## src/rtl/rpb_pkg.sv

```systemverilog
package rpb_pkg;

    // one pixel: [0] red, [1] green, [2] blue, [3] alpha
    typedef logic [3:0][7:0] pix_t;

    typedef enum logic [3:0] {
        MODE_REPLACE  = 4'd0,
        MODE_OVER     = 4'd1,
        MODE_UNDER    = 4'd2,
        MODE_PLUS     = 4'd3,
        MODE_MINUS    = 4'd4,
        MODE_ADD      = 4'd5,
        MODE_SUBTRACT = 4'd6,
        MODE_DIFF     = 4'd7,
        MODE_BUMP     = 4'd8,
        MODE_MAP      = 4'd9,
        MODE_MIX      = 4'd10,
        MODE_MULT     = 4'd11,
        MODE_LUM      = 4'd12,
        MODE_LUMINV   = 4'd13,
        MODE_COLORIZE = 4'd14
    } mode_t;

    typedef enum logic [1:0] {
        REG_BLEND_MODE = 2'd0,
        REG_USE_FILL   = 2'd1,
        REG_FILL_COLOR = 2'd2
    } reg_idx_t;

    // carried alongside the divider
    typedef struct packed {
        logic       is_over;
        logic [7:0] aout;
        pix_t       res;
    } aux_t;

    localparam int DIV_STAGES   = 4;
    localparam int DIV_PER_STEP = 2;

    localparam logic [7:0]  CH_MAX     = 8'd255;
    localparam logic [9:0]  RECIP3     = 10'd683;
    localparam logic [17:0] LUMA_R     = 18'd218;
    localparam logic [17:0] LUMA_G     = 18'd732;
    localparam logic [17:0] LUMA_B     = 18'd74;
    localparam logic [16:0] ROUND_HALF = 17'd128;

    function automatic logic [7:0] sat_add8(input logic [7:0] a, input logic [7:0] b);
        logic [8:0] s;
        s = {1'b0, a} + {1'b0, b};
        return s[8] ? CH_MAX : s[7:0];
    endfunction

    function automatic logic [7:0] sat_sub8(input logic [7:0] a, input logic [7:0] b);
        return (a > b) ? (a - b) : 8'd0;
    endfunction

    function automatic logic [7:0] abs_diff8(input logic [7:0] a, input logic [7:0] b);
        return (a > b) ? (a - b) : (b - a);
    endfunction

    // floor(x / 255), exact for x up to 255*255
    function automatic logic [7:0] div255(input logic [15:0] x);
        logic [16:0] t;
        t = {1'b0, x} + {9'd0, x[15:8]} + 17'd1;
        return t[15:8];
    endfunction

endpackage

```

## src/rtl/rpb_front.sv

```systemverilog
module rpb_front (
    input  logic                     clk,
    input  logic                     rst_n,
    input  logic                     in_valid,
    input  rpb_pkg::pix_t            in_base,
    input  rpb_pkg::pix_t            in_over,
    input  rpb_pkg::mode_t           in_mode,
    output logic                     out_valid,
    output logic [2:0][15:0]         out_num,
    output rpb_pkg::aux_t            out_aux
);

    // stage 1: capture
    logic           v1_reg;
    rpb_pkg::pix_t  b1_reg, o1_reg;
    rpb_pkg::mode_t m1_reg;

    // stage 2: simple modes, luma sum product, colorize luma
    logic           v2_reg;
    rpb_pkg::pix_t  b2_reg, o2_reg, res2_reg, res2_next;
    rpb_pkg::mode_t m2_reg;
    logic [19:0]    lum2_reg;
    logic [17:0]    y2_reg;
    logic [15:0]    map2_reg;

    // stage 3: select top and bottom, (255-ta)*bottom alpha
    logic           v3_reg;
    rpb_pkg::pix_t  res3_reg, res3_next, top3_reg, bot3_reg, top3_next, bot3_next;
    logic [7:0]     ta3_reg, ta3_next;
    logic [15:0]    pa3_reg;
    logic           ov3_reg, ov3_next;

    // stage 4: output alpha
    logic           v4_reg;
    rpb_pkg::pix_t  res4_reg, top4_reg, bot4_reg;
    logic [7:0]     ta4_reg, aout4_reg, amul4_reg, aout4_next;
    logic           ov4_reg;

    // stage 5: numerators
    logic           v5_reg;
    logic [2:0][15:0] num5_reg, num5_next;
    rpb_pkg::aux_t  aux5_reg;

    logic [9:0]     lsum;
    logic [7:0]     lum3;
    logic [16:0]    mprod;

    always_comb
    begin
        lsum = {2'd0, o1_reg[0]} + {2'd0, o1_reg[1]} + {2'd0, o1_reg[2]};
        for (int c = 0; c < 4; c++)
        begin
            mprod = 17'(16'(b1_reg[c]) * 16'(o1_reg[c])) + rpb_pkg::ROUND_HALF;
            unique case (m1_reg)
                rpb_pkg::MODE_REPLACE:  res2_next[c] = o1_reg[c];
                rpb_pkg::MODE_OVER,
                rpb_pkg::MODE_UNDER,
                rpb_pkg::MODE_LUM,
                rpb_pkg::MODE_LUMINV:   res2_next[c] = 8'd0;
                rpb_pkg::MODE_PLUS:     res2_next[c] = rpb_pkg::sat_add8(b1_reg[c], o1_reg[c]);
                rpb_pkg::MODE_MINUS:    res2_next[c] = rpb_pkg::sat_sub8(b1_reg[c], o1_reg[c]);
                rpb_pkg::MODE_ADD:      res2_next[c] = (c == 3) ? b1_reg[c] + o1_reg[c]
                                            : rpb_pkg::sat_add8(b1_reg[c], o1_reg[c]);
                rpb_pkg::MODE_SUBTRACT: res2_next[c] = (c == 3) ? b1_reg[c] - o1_reg[c]
                                            : rpb_pkg::sat_sub8(b1_reg[c], o1_reg[c]);
                rpb_pkg::MODE_DIFF:     res2_next[c] = rpb_pkg::abs_diff8(b1_reg[c], o1_reg[c]);
                rpb_pkg::MODE_BUMP,
                rpb_pkg::MODE_MAP,
                rpb_pkg::MODE_COLORIZE: res2_next[c] = (c == 3) ? b1_reg[c] : o1_reg[c];
                rpb_pkg::MODE_MIX:      res2_next[c] = 8'(({1'b0, b1_reg[c]} + {1'b0, o1_reg[c]}) >> 1);
                rpb_pkg::MODE_MULT:     res2_next[c] = mprod[15:8];
                default:                res2_next[c] = b1_reg[c];
            endcase
        end
    end

    always_comb
    begin
        lum3      = lum2_reg[18:11];
        res3_next = res2_reg;
        top3_next = o2_reg;
        bot3_next = b2_reg;
        ta3_next  = o2_reg[3];
        ov3_next  = 1'b0;
        unique case (m2_reg)
            rpb_pkg::MODE_OVER:
            begin
                ov3_next = 1'b1;
            end
            rpb_pkg::MODE_UNDER:
            begin
                ov3_next  = 1'b1;
                top3_next = b2_reg;
                bot3_next = o2_reg;
                ta3_next  = b2_reg[3];
            end
            rpb_pkg::MODE_LUM:
            begin
                ov3_next = 1'b1;
                ta3_next = lum3;
            end
            rpb_pkg::MODE_LUMINV:
            begin
                ov3_next = 1'b1;
                ta3_next = rpb_pkg::CH_MAX - lum3;
            end
            rpb_pkg::MODE_MAP:
            begin
                res3_next[3] = rpb_pkg::div255(map2_reg);
            end
            rpb_pkg::MODE_COLORIZE:
            begin
                for (int c = 0; c < 3; c++)
                begin
                    res3_next[c] = 8'((26'(y2_reg) * 26'(o2_reg[c])) >> 18);
                end
            end
            default:
            begin
                res3_next = res2_reg;
            end
        endcase
    end

    assign aout4_next = ta3_reg + rpb_pkg::div255(pa3_reg);

    always_comb
    begin
        for (int c = 0; c < 3; c++)
        begin
            num5_next[c] = 16'(ta4_reg) * 16'(top4_reg[c]) + 16'(amul4_reg) * 16'(bot4_reg[c]);
        end
    end

    always_ff @(posedge clk or negedge rst_n)
    begin
        if (!rst_n)
        begin
            v1_reg <= 1'b0;
            v2_reg <= 1'b0;
            v3_reg <= 1'b0;
            v4_reg <= 1'b0;
            v5_reg <= 1'b0;
        end
        else
        begin
            v1_reg <= in_valid;
            v2_reg <= v1_reg;
            v3_reg <= v2_reg;
            v4_reg <= v3_reg;
            v5_reg <= v4_reg;
        end
    end

    always_ff @(posedge clk)
    begin
        b1_reg   <= in_base;
        o1_reg   <= in_over;
        m1_reg   <= in_mode;

        b2_reg   <= b1_reg;
        o2_reg   <= o1_reg;
        m2_reg   <= m1_reg;
        res2_reg <= res2_next;
        lum2_reg <= 20'(lsum * rpb_pkg::RECIP3);
        y2_reg   <= rpb_pkg::LUMA_R * 18'(b1_reg[0]) + rpb_pkg::LUMA_G * 18'(b1_reg[1])
                    + rpb_pkg::LUMA_B * 18'(b1_reg[2]);
        map2_reg <= 16'(b1_reg[3]) * 16'(o1_reg[3]);

        res3_reg <= res3_next;
        top3_reg <= top3_next;
        bot3_reg <= bot3_next;
        ta3_reg  <= ta3_next;
        ov3_reg  <= ov3_next;
        pa3_reg  <= 16'(rpb_pkg::CH_MAX - ta3_next) * 16'(bot3_next[3]);

        res4_reg  <= res3_reg;
        top4_reg  <= top3_reg;
        bot4_reg  <= bot3_reg;
        ta4_reg   <= ta3_reg;
        ov4_reg   <= ov3_reg;
        aout4_reg <= aout4_next;
        amul4_reg <= aout4_next - ta3_reg;

        num5_reg         <= num5_next;
        aux5_reg.is_over <= ov4_reg;
        aux5_reg.aout    <= aout4_reg;
        aux5_reg.res     <= res4_reg;
    end

    assign out_valid = v5_reg;
    assign out_num   = num5_reg;
    assign out_aux   = aux5_reg;

endmodule

```

## src/rtl/rpb_div.sv

```systemverilog
module rpb_div (
    input  logic                clk,
    input  logic                rst_n,
    input  logic                in_valid,
    input  logic [2:0][15:0]    in_num,
    input  rpb_pkg::aux_t       in_aux,
    output logic                out_valid,
    output logic [2:0][7:0]     out_quo,
    output rpb_pkg::aux_t       out_aux
);

    localparam int NS = rpb_pkg::DIV_STAGES;

    logic               v_reg   [NS];
    logic [2:0][15:0]   rem_reg [NS];
    logic [2:0][7:0]    q_reg   [NS];
    rpb_pkg::aux_t      aux_reg [NS];

    for (genvar k = 0; k < NS; k++)
    begin : g_stage
        logic             v_src;
        logic [2:0][15:0] rem_src, rem_next;
        logic [2:0][7:0]  q_src, q_next;
        rpb_pkg::aux_t    aux_src;

        if (k == 0)
        begin : g_first
            assign v_src   = in_valid;
            assign rem_src = in_num;
            assign q_src   = '0;
            assign aux_src = in_aux;
        end
        else
        begin : g_next
            assign v_src   = v_reg[k-1];
            assign rem_src = rem_reg[k-1];
            assign q_src   = q_reg[k-1];
            assign aux_src = aux_reg[k-1];
        end

        // two restoring steps per stage, most significant quotient bits first
        always_comb
        begin
            logic [15:0] sh;
            rem_next = rem_src;
            q_next   = q_src;
            for (int ln = 0; ln < 3; ln++)
            begin
                for (int j = 0; j < rpb_pkg::DIV_PER_STEP; j++)
                begin
                    sh = {8'd0, aux_src.aout} << (7 - rpb_pkg::DIV_PER_STEP * k - j);
                    if (rem_next[ln] >= sh)
                    begin
                        rem_next[ln] = rem_next[ln] - sh;
                        q_next[ln][7 - rpb_pkg::DIV_PER_STEP * k - j] = 1'b1;
                    end
                end
            end
        end

        always_ff @(posedge clk or negedge rst_n)
        begin
            if (!rst_n)
            begin
                v_reg[k] <= 1'b0;
            end
            else
            begin
                v_reg[k] <= v_src;
            end
        end

        always_ff @(posedge clk)
        begin
            rem_reg[k] <= rem_next;
            q_reg[k]   <= q_next;
            aux_reg[k] <= aux_src;
        end
    end

    assign out_valid = v_reg[NS-1];
    assign out_quo   = q_reg[NS-1];
    assign out_aux   = aux_reg[NS-1];

endmodule

```

## src/rtl/rgba_pixel_blend_unit.sv

```systemverilog
// channel    | direction | handshake               | payload
// -----------+-----------+-------------------------+------------------------------------
// pixel in   | in        | start high, busy low    | base_red/green/blue/alpha, over_*
// result out | out       | done strobe, one cycle  | out_red, out_green, out_blue, out_alpha
// config     | in        | cfg_valid and cfg_ready | cfg_index, cfg_data
//
// one pixel per clock; results leave in the order of their transactions
// the pipeline is five front stages, four divider stages (two quotient bits
// each) that every mode passes through, and the output register
// busy is held low and cfg_ready high: the pipeline never stalls
// rst_n clears the valid bits and the configuration registers
// the receiver cannot stall, so results leave on done regardless
module rgba_pixel_blend_unit (
    input  logic        clk,
    input  logic        rst_n,
    input  logic        start,
    output logic        busy,
    input  logic [7:0]  base_red,
    input  logic [7:0]  base_green,
    input  logic [7:0]  base_blue,
    input  logic [7:0]  base_alpha,
    input  logic [7:0]  over_red,
    input  logic [7:0]  over_green,
    input  logic [7:0]  over_blue,
    input  logic [7:0]  over_alpha,
    output logic        done,
    output logic [7:0]  out_red,
    output logic [7:0]  out_green,
    output logic [7:0]  out_blue,
    output logic [7:0]  out_alpha,
    input  logic        cfg_valid,
    output logic        cfg_ready,
    input  logic [1:0]  cfg_index,
    input  logic [31:0] cfg_data
);

    // configuration registers
    rpb_pkg::mode_t mode_reg;
    logic           use_fill_reg;
    logic [31:0]    fill_reg;

    rpb_pkg::pix_t  base_pix, over_pix;

    logic             f_valid;
    logic [2:0][15:0] f_num;
    rpb_pkg::aux_t    f_aux;

    logic             d_valid;
    logic [2:0][7:0]  d_quo;
    rpb_pkg::aux_t    d_aux;

    logic             done_reg;
    rpb_pkg::pix_t    res_reg, res_next;

    assign busy      = 1'b0;
    assign cfg_ready = 1'b1;

    always_ff @(posedge clk or negedge rst_n)
    begin
        if (!rst_n)
        begin
            mode_reg     <= rpb_pkg::MODE_REPLACE;
            use_fill_reg <= 1'b0;
            fill_reg     <= 32'd0;
        end
        else if (cfg_valid && cfg_ready)
        begin
            unique case (cfg_index)
                rpb_pkg::REG_BLEND_MODE: mode_reg     <= rpb_pkg::mode_t'(cfg_data[3:0]);
                rpb_pkg::REG_USE_FILL:   use_fill_reg <= cfg_data[0];
                rpb_pkg::REG_FILL_COLOR: fill_reg     <= cfg_data;
                default:                 ;  // index beyond the register list
            endcase
        end
    end

    // pixel assembly; fill colour replaces the overlay fields when enabled
    assign base_pix = {base_alpha, base_blue, base_green, base_red};
    assign over_pix = use_fill_reg
                    ? {fill_reg[31:24], fill_reg[7:0], fill_reg[15:8], fill_reg[23:16]}
                    : {over_alpha, over_blue, over_green, over_red};

    rpb_front u_front (
        .clk       (clk),
        .rst_n     (rst_n),
        .in_valid  (start && !busy),
        .in_base   (base_pix),
        .in_over   (over_pix),
        .in_mode   (mode_reg),
        .out_valid (f_valid),
        .out_num   (f_num),
        .out_aux   (f_aux)
    );

    rpb_div u_div (
        .clk       (clk),
        .rst_n     (rst_n),
        .in_valid  (f_valid),
        .in_num    (f_num),
        .in_aux    (f_aux),
        .out_valid (d_valid),
        .out_quo   (d_quo),
        .out_aux   (d_aux)
    );

    // over-type modes take the quotients; zero output alpha gives black
    always_comb
    begin
        if (d_aux.is_over)
        begin
            for (int c = 0; c < 3; c++)
            begin
                res_next[c] = (d_aux.aout == 8'd0) ? 8'd0 : d_quo[c];
            end
            res_next[3] = d_aux.aout;
        end
        else
        begin
            res_next = d_aux.res;
        end
    end

    always_ff @(posedge clk or negedge rst_n)
    begin
        if (!rst_n)
        begin
            done_reg <= 1'b0;
        end
        else
        begin
            done_reg <= d_valid;
        end
    end

    always_ff @(posedge clk)
    begin
        res_reg <= res_next;
    end

    assign done      = done_reg;
    assign out_red   = res_reg[0];
    assign out_green = res_reg[1];
    assign out_blue  = res_reg[2];
    assign out_alpha = res_reg[3];

endmodule

```

## config.mk

```make
export PLATFORM = sky130hd
export DESIGN_NAME = rgba_pixel_blend_unit
export DESIGN_NICKNAME = d
export VERILOG_FILES = /design/src/rtl/rpb_pkg.sv /design/src/rtl/rpb_front.sv /design/src/rtl/rpb_div.sv /design/src/rtl/rgba_pixel_blend_unit.sv
export SDC_FILE = /design/constraint.sdc
export NUM_CORES = 2
export LEC_CHECK = 0
export ABC_AREA = 1
export BUFFER_PORTS_ARGS = -buffer_cell sky130_fd_sc_hd__buf_2
export CAP_MARGIN = 20
export CORE_MARGIN = 4
export CORE_UTILIZATION = 30
export DETAILED_ROUTE_END_ITERATION = 8
export SLEW_MARGIN = 5
export SYNTH_ARGS = -nofsm -noshare
export SYNTH_HDL_FRONTEND = slang
export SYNTH_SLANG_ARGS = --single-unit
```

## constraint.sdc

```tcl
create_clock -name clk -period 6.9 [get_ports clk]
set_input_delay 1.035 -clock clk [delete_from_list [all_inputs] [get_ports clk]]
set_output_delay 1.035 -clock clk [all_outputs]
set_load 0.1 [all_outputs]
```

==> out/metrics.yaml <==
outcome: "finished, final reports clean"
io_buffer_count: 134
finalNetCount: 13400
tritoncts_clock_tree: "yes"
hold_path_class: "in2async"
coreArea_sq_mm: 0.289
cap_viol_max_count: 0
setup_tns_ns: 0
syn_avg_cell_area_sq_um: 7.68
drt_pre_antenna_iters: 6
synth.area.top_cells: "dfxtp_1 21%, fa_1 20%, ha_1 15%, nand2_1 12%, inv_1 11%"
synth_seq_area_share: 0.221
netlist.top_cell.by_area: "dfxtp_1"
num_rows: 197
largest_register_ffs: 164
clockRootBuffer: "clkbuf_16"
cts.clk_slew.worst_paths_ns: 0.07
route.met3.wl_mm: 14.9
postRouteAntennaNets: 0
layout_overhead_on_the_synthesized_area_pct: 9.78
cell_repeated_most_along_the_worst_path: "nand2_1"
drt_drc_violations_left: 0
postSynth.asyncResetShare: 0.0492
netlist-cell-type-count: 65
gr-usage-all-layers: 0.153
multi_input_combinational_cell_area_sq_mm: 0.0574
clock_insertion_delay_worst_skew_ns: 0.74
num-fill-cells: 30600
cts_resized: 0
wl_met2_mm: 98.2
die_w_um: 548
starting_density_of_the_core: 0.302
maximum_number_of_pins_on_one_net_before_global_route_repair: 63
routed_wl_mm: 232
detail_route.wirelength.met1_mm: 112
die_span_y_um: 548
critPathArrivalTime_ns: 6.76
critical_path_peak_fanout: 6
routedWlPerCell_um: 15.1
number_of_global_route_vias_before_repair: 68500
synth_most_common_cell: "nand2_1"
final.setup_skew_ns: 0.0416
synth_top_area_share: 0.208
worstSetupEndpointType: "flip-flop"
max_slew.worst_pin.slew_ns: 1.24
setup_violations: 0
globalplace.congestion: 0.924
vias_per_cell: 4.48
io_pins: 137
netlist_top_cells_count: "2843 x nand2_1, 2458 x inv_1, 1018 x ha_1"
cts_post_setup_buffers_inserted: 0
synth_cells: 11400
postSynthRegisterBits: 955
ctsLongestPathBuffers: 3
cp_slowest_cell: "fa_1"
worst-endpoint-required_ns: 7.50
syn_nets: 13400
report.final.slew_viol_count: 0
start_kind: "flip-flop"
ys.warnings.count: 0
grt_first_pass_wirelength_mm: 372
post-dp-hpwl_mm: 187
detailed_router_s_first_iteration_violation_count: 4421
highest_layer: "met5"
ys.flop_type: "dfxtp_1"
num_vias: 69000
timing.slew.headroom: 0.172
sequential_cell_area_sq_mm: 0.0194
post_route_cells_drive_above_1_share: 0.0565
critPathKind: "reg2reg"
grt_antenna_before_repair: 8
final_hold_viol_count: 0
period_needed_ns: 6.16
synth_area_sq_mm: 0.0874
synth_enable_flop_cells: 0
rsz0062_at_grt: "no"
global_route_overflow: 0
clock.fmax_ghz: 0.162
ctsHoldBuffers: 0
final_min_period_over_clock_period: 0.893
cts_buffers: 98
crit_path_max_incr_delay_ns: 0.51
ctsHtreeMaxLevel: 3
clock_sink_count: 955
dieArea_sq_mm: 0.300
[through the flow]
stage	hold WS, ns	worst slack (ns)	util	instances	instance area [sq um]
floorplan	0.310	0.795	-	11400	87400
global route	0.320	0.271	0.332	15400	96000
global placement	0.310	0.711	0.320	15200	92500
finish	0.315	0.738	0.332	15400	96000
CTS	0.310	0.757	0.332	15400	95900
detailed placement	0.312	0.784	0.320	15200	92500
[worst max-delay path: cells and delay by family, from the launching register on]
family	cells	cell delay (ns)
AOI/OAI and AO/OA	5	0.93
xor gates and xnor gates	3	0.46
adders and majority gates	7	2.82
buffers and inverters	4	0.20
DFF	1	0.31
and+or+nand+nor	13	1.33
[metal layers]
metal | up-vias | GRT usage
li1 | 34900 | -
met1 | 32000 | 0.220
met2 | 1731 | 0.238
met3 | 315 | 0.0257
met4 | 6 | 0.0380
met5 | - | 0
[cell type report]
type,count,share of cell area
sequential,955,0.202
tap,3880,0.0506
antenna,2,0.0000521
inverter,2483,0.0971
multi-input combinational,7631,0.598
clock buffer,128,0.0280
clock inverter,55,0.00699
timing repair buffer,256,0.0173
[worst paths after layout]
| path | from | endpoint | slack [ns] | cells after the start |
|---|---|---|---|---|
| hold reg to reg | u_div.q_reg[1][5] | u_div.q_reg[2][5] | 0.32 | 0 |
| setup / recovery | u_front.o1_reg[2] | u_front.lum2_reg[15] | 0.74 | 32 |
| setup reg to reg | u_front.o1_reg[2] | u_front.lum2_reg[15] | 0.74 | 32 |
| min in group clk | u_div.q_reg[1][5] | u_div.q_reg[2][5] | 0.32 | 0 |
| max in group asynchronous | rst_n | fill_reg[29] | 6.05 | 2 |
| hold / removal | rst_n | fill_reg[7] | 0.32 | 1 |
[placed cells by master, fill, tap and decap left out, types with 24 or more instances in the layout]
master        n
a21o_1       41
o21ai_0     372
xnor2_1     134
nand3_1     443
nor3_1       74
fa_1        858
nand3b_1     29
o21bai_1     38
nand2_1    2842
nand4_1     133
dfrtp_1      47
o22ai_1      33
nand2_2      33
dfxtp_1     907
buf_4       118
clkbuf_16   100
xor2_1      211
mux2_2       64
a31oi_1      42
or2_2        24
buf_2       134
ha_1       1018
a21oi_1     429
nor2_1      583
inv_1      2458
[logic make-up (layout without fill, tap and decap cells)]
family / after synthesis / count (layout) / share of synthesized area
AND/OR/NAND/NOR: 4249 / 4249 / 0.202
buffers and inverters: 2800 / 2922 / 0.122
adder cells (fa/ha/maj): 1876 / 1876 / 0.342
AO/OA/AOI/OAI: 1095 / 1095 / 0.0701
flip-flops: 955 / 955 / 0.221
XOR/XNOR: 345 / 345 / 0.0346
multiplexers: 64 / 64 / 0.00824
other: 2 / 4 / 0.0000859
Power is left out: the tool's default activity adds up to more than one toggle a clock period on the data nets, which glitch-free logic cannot reach.
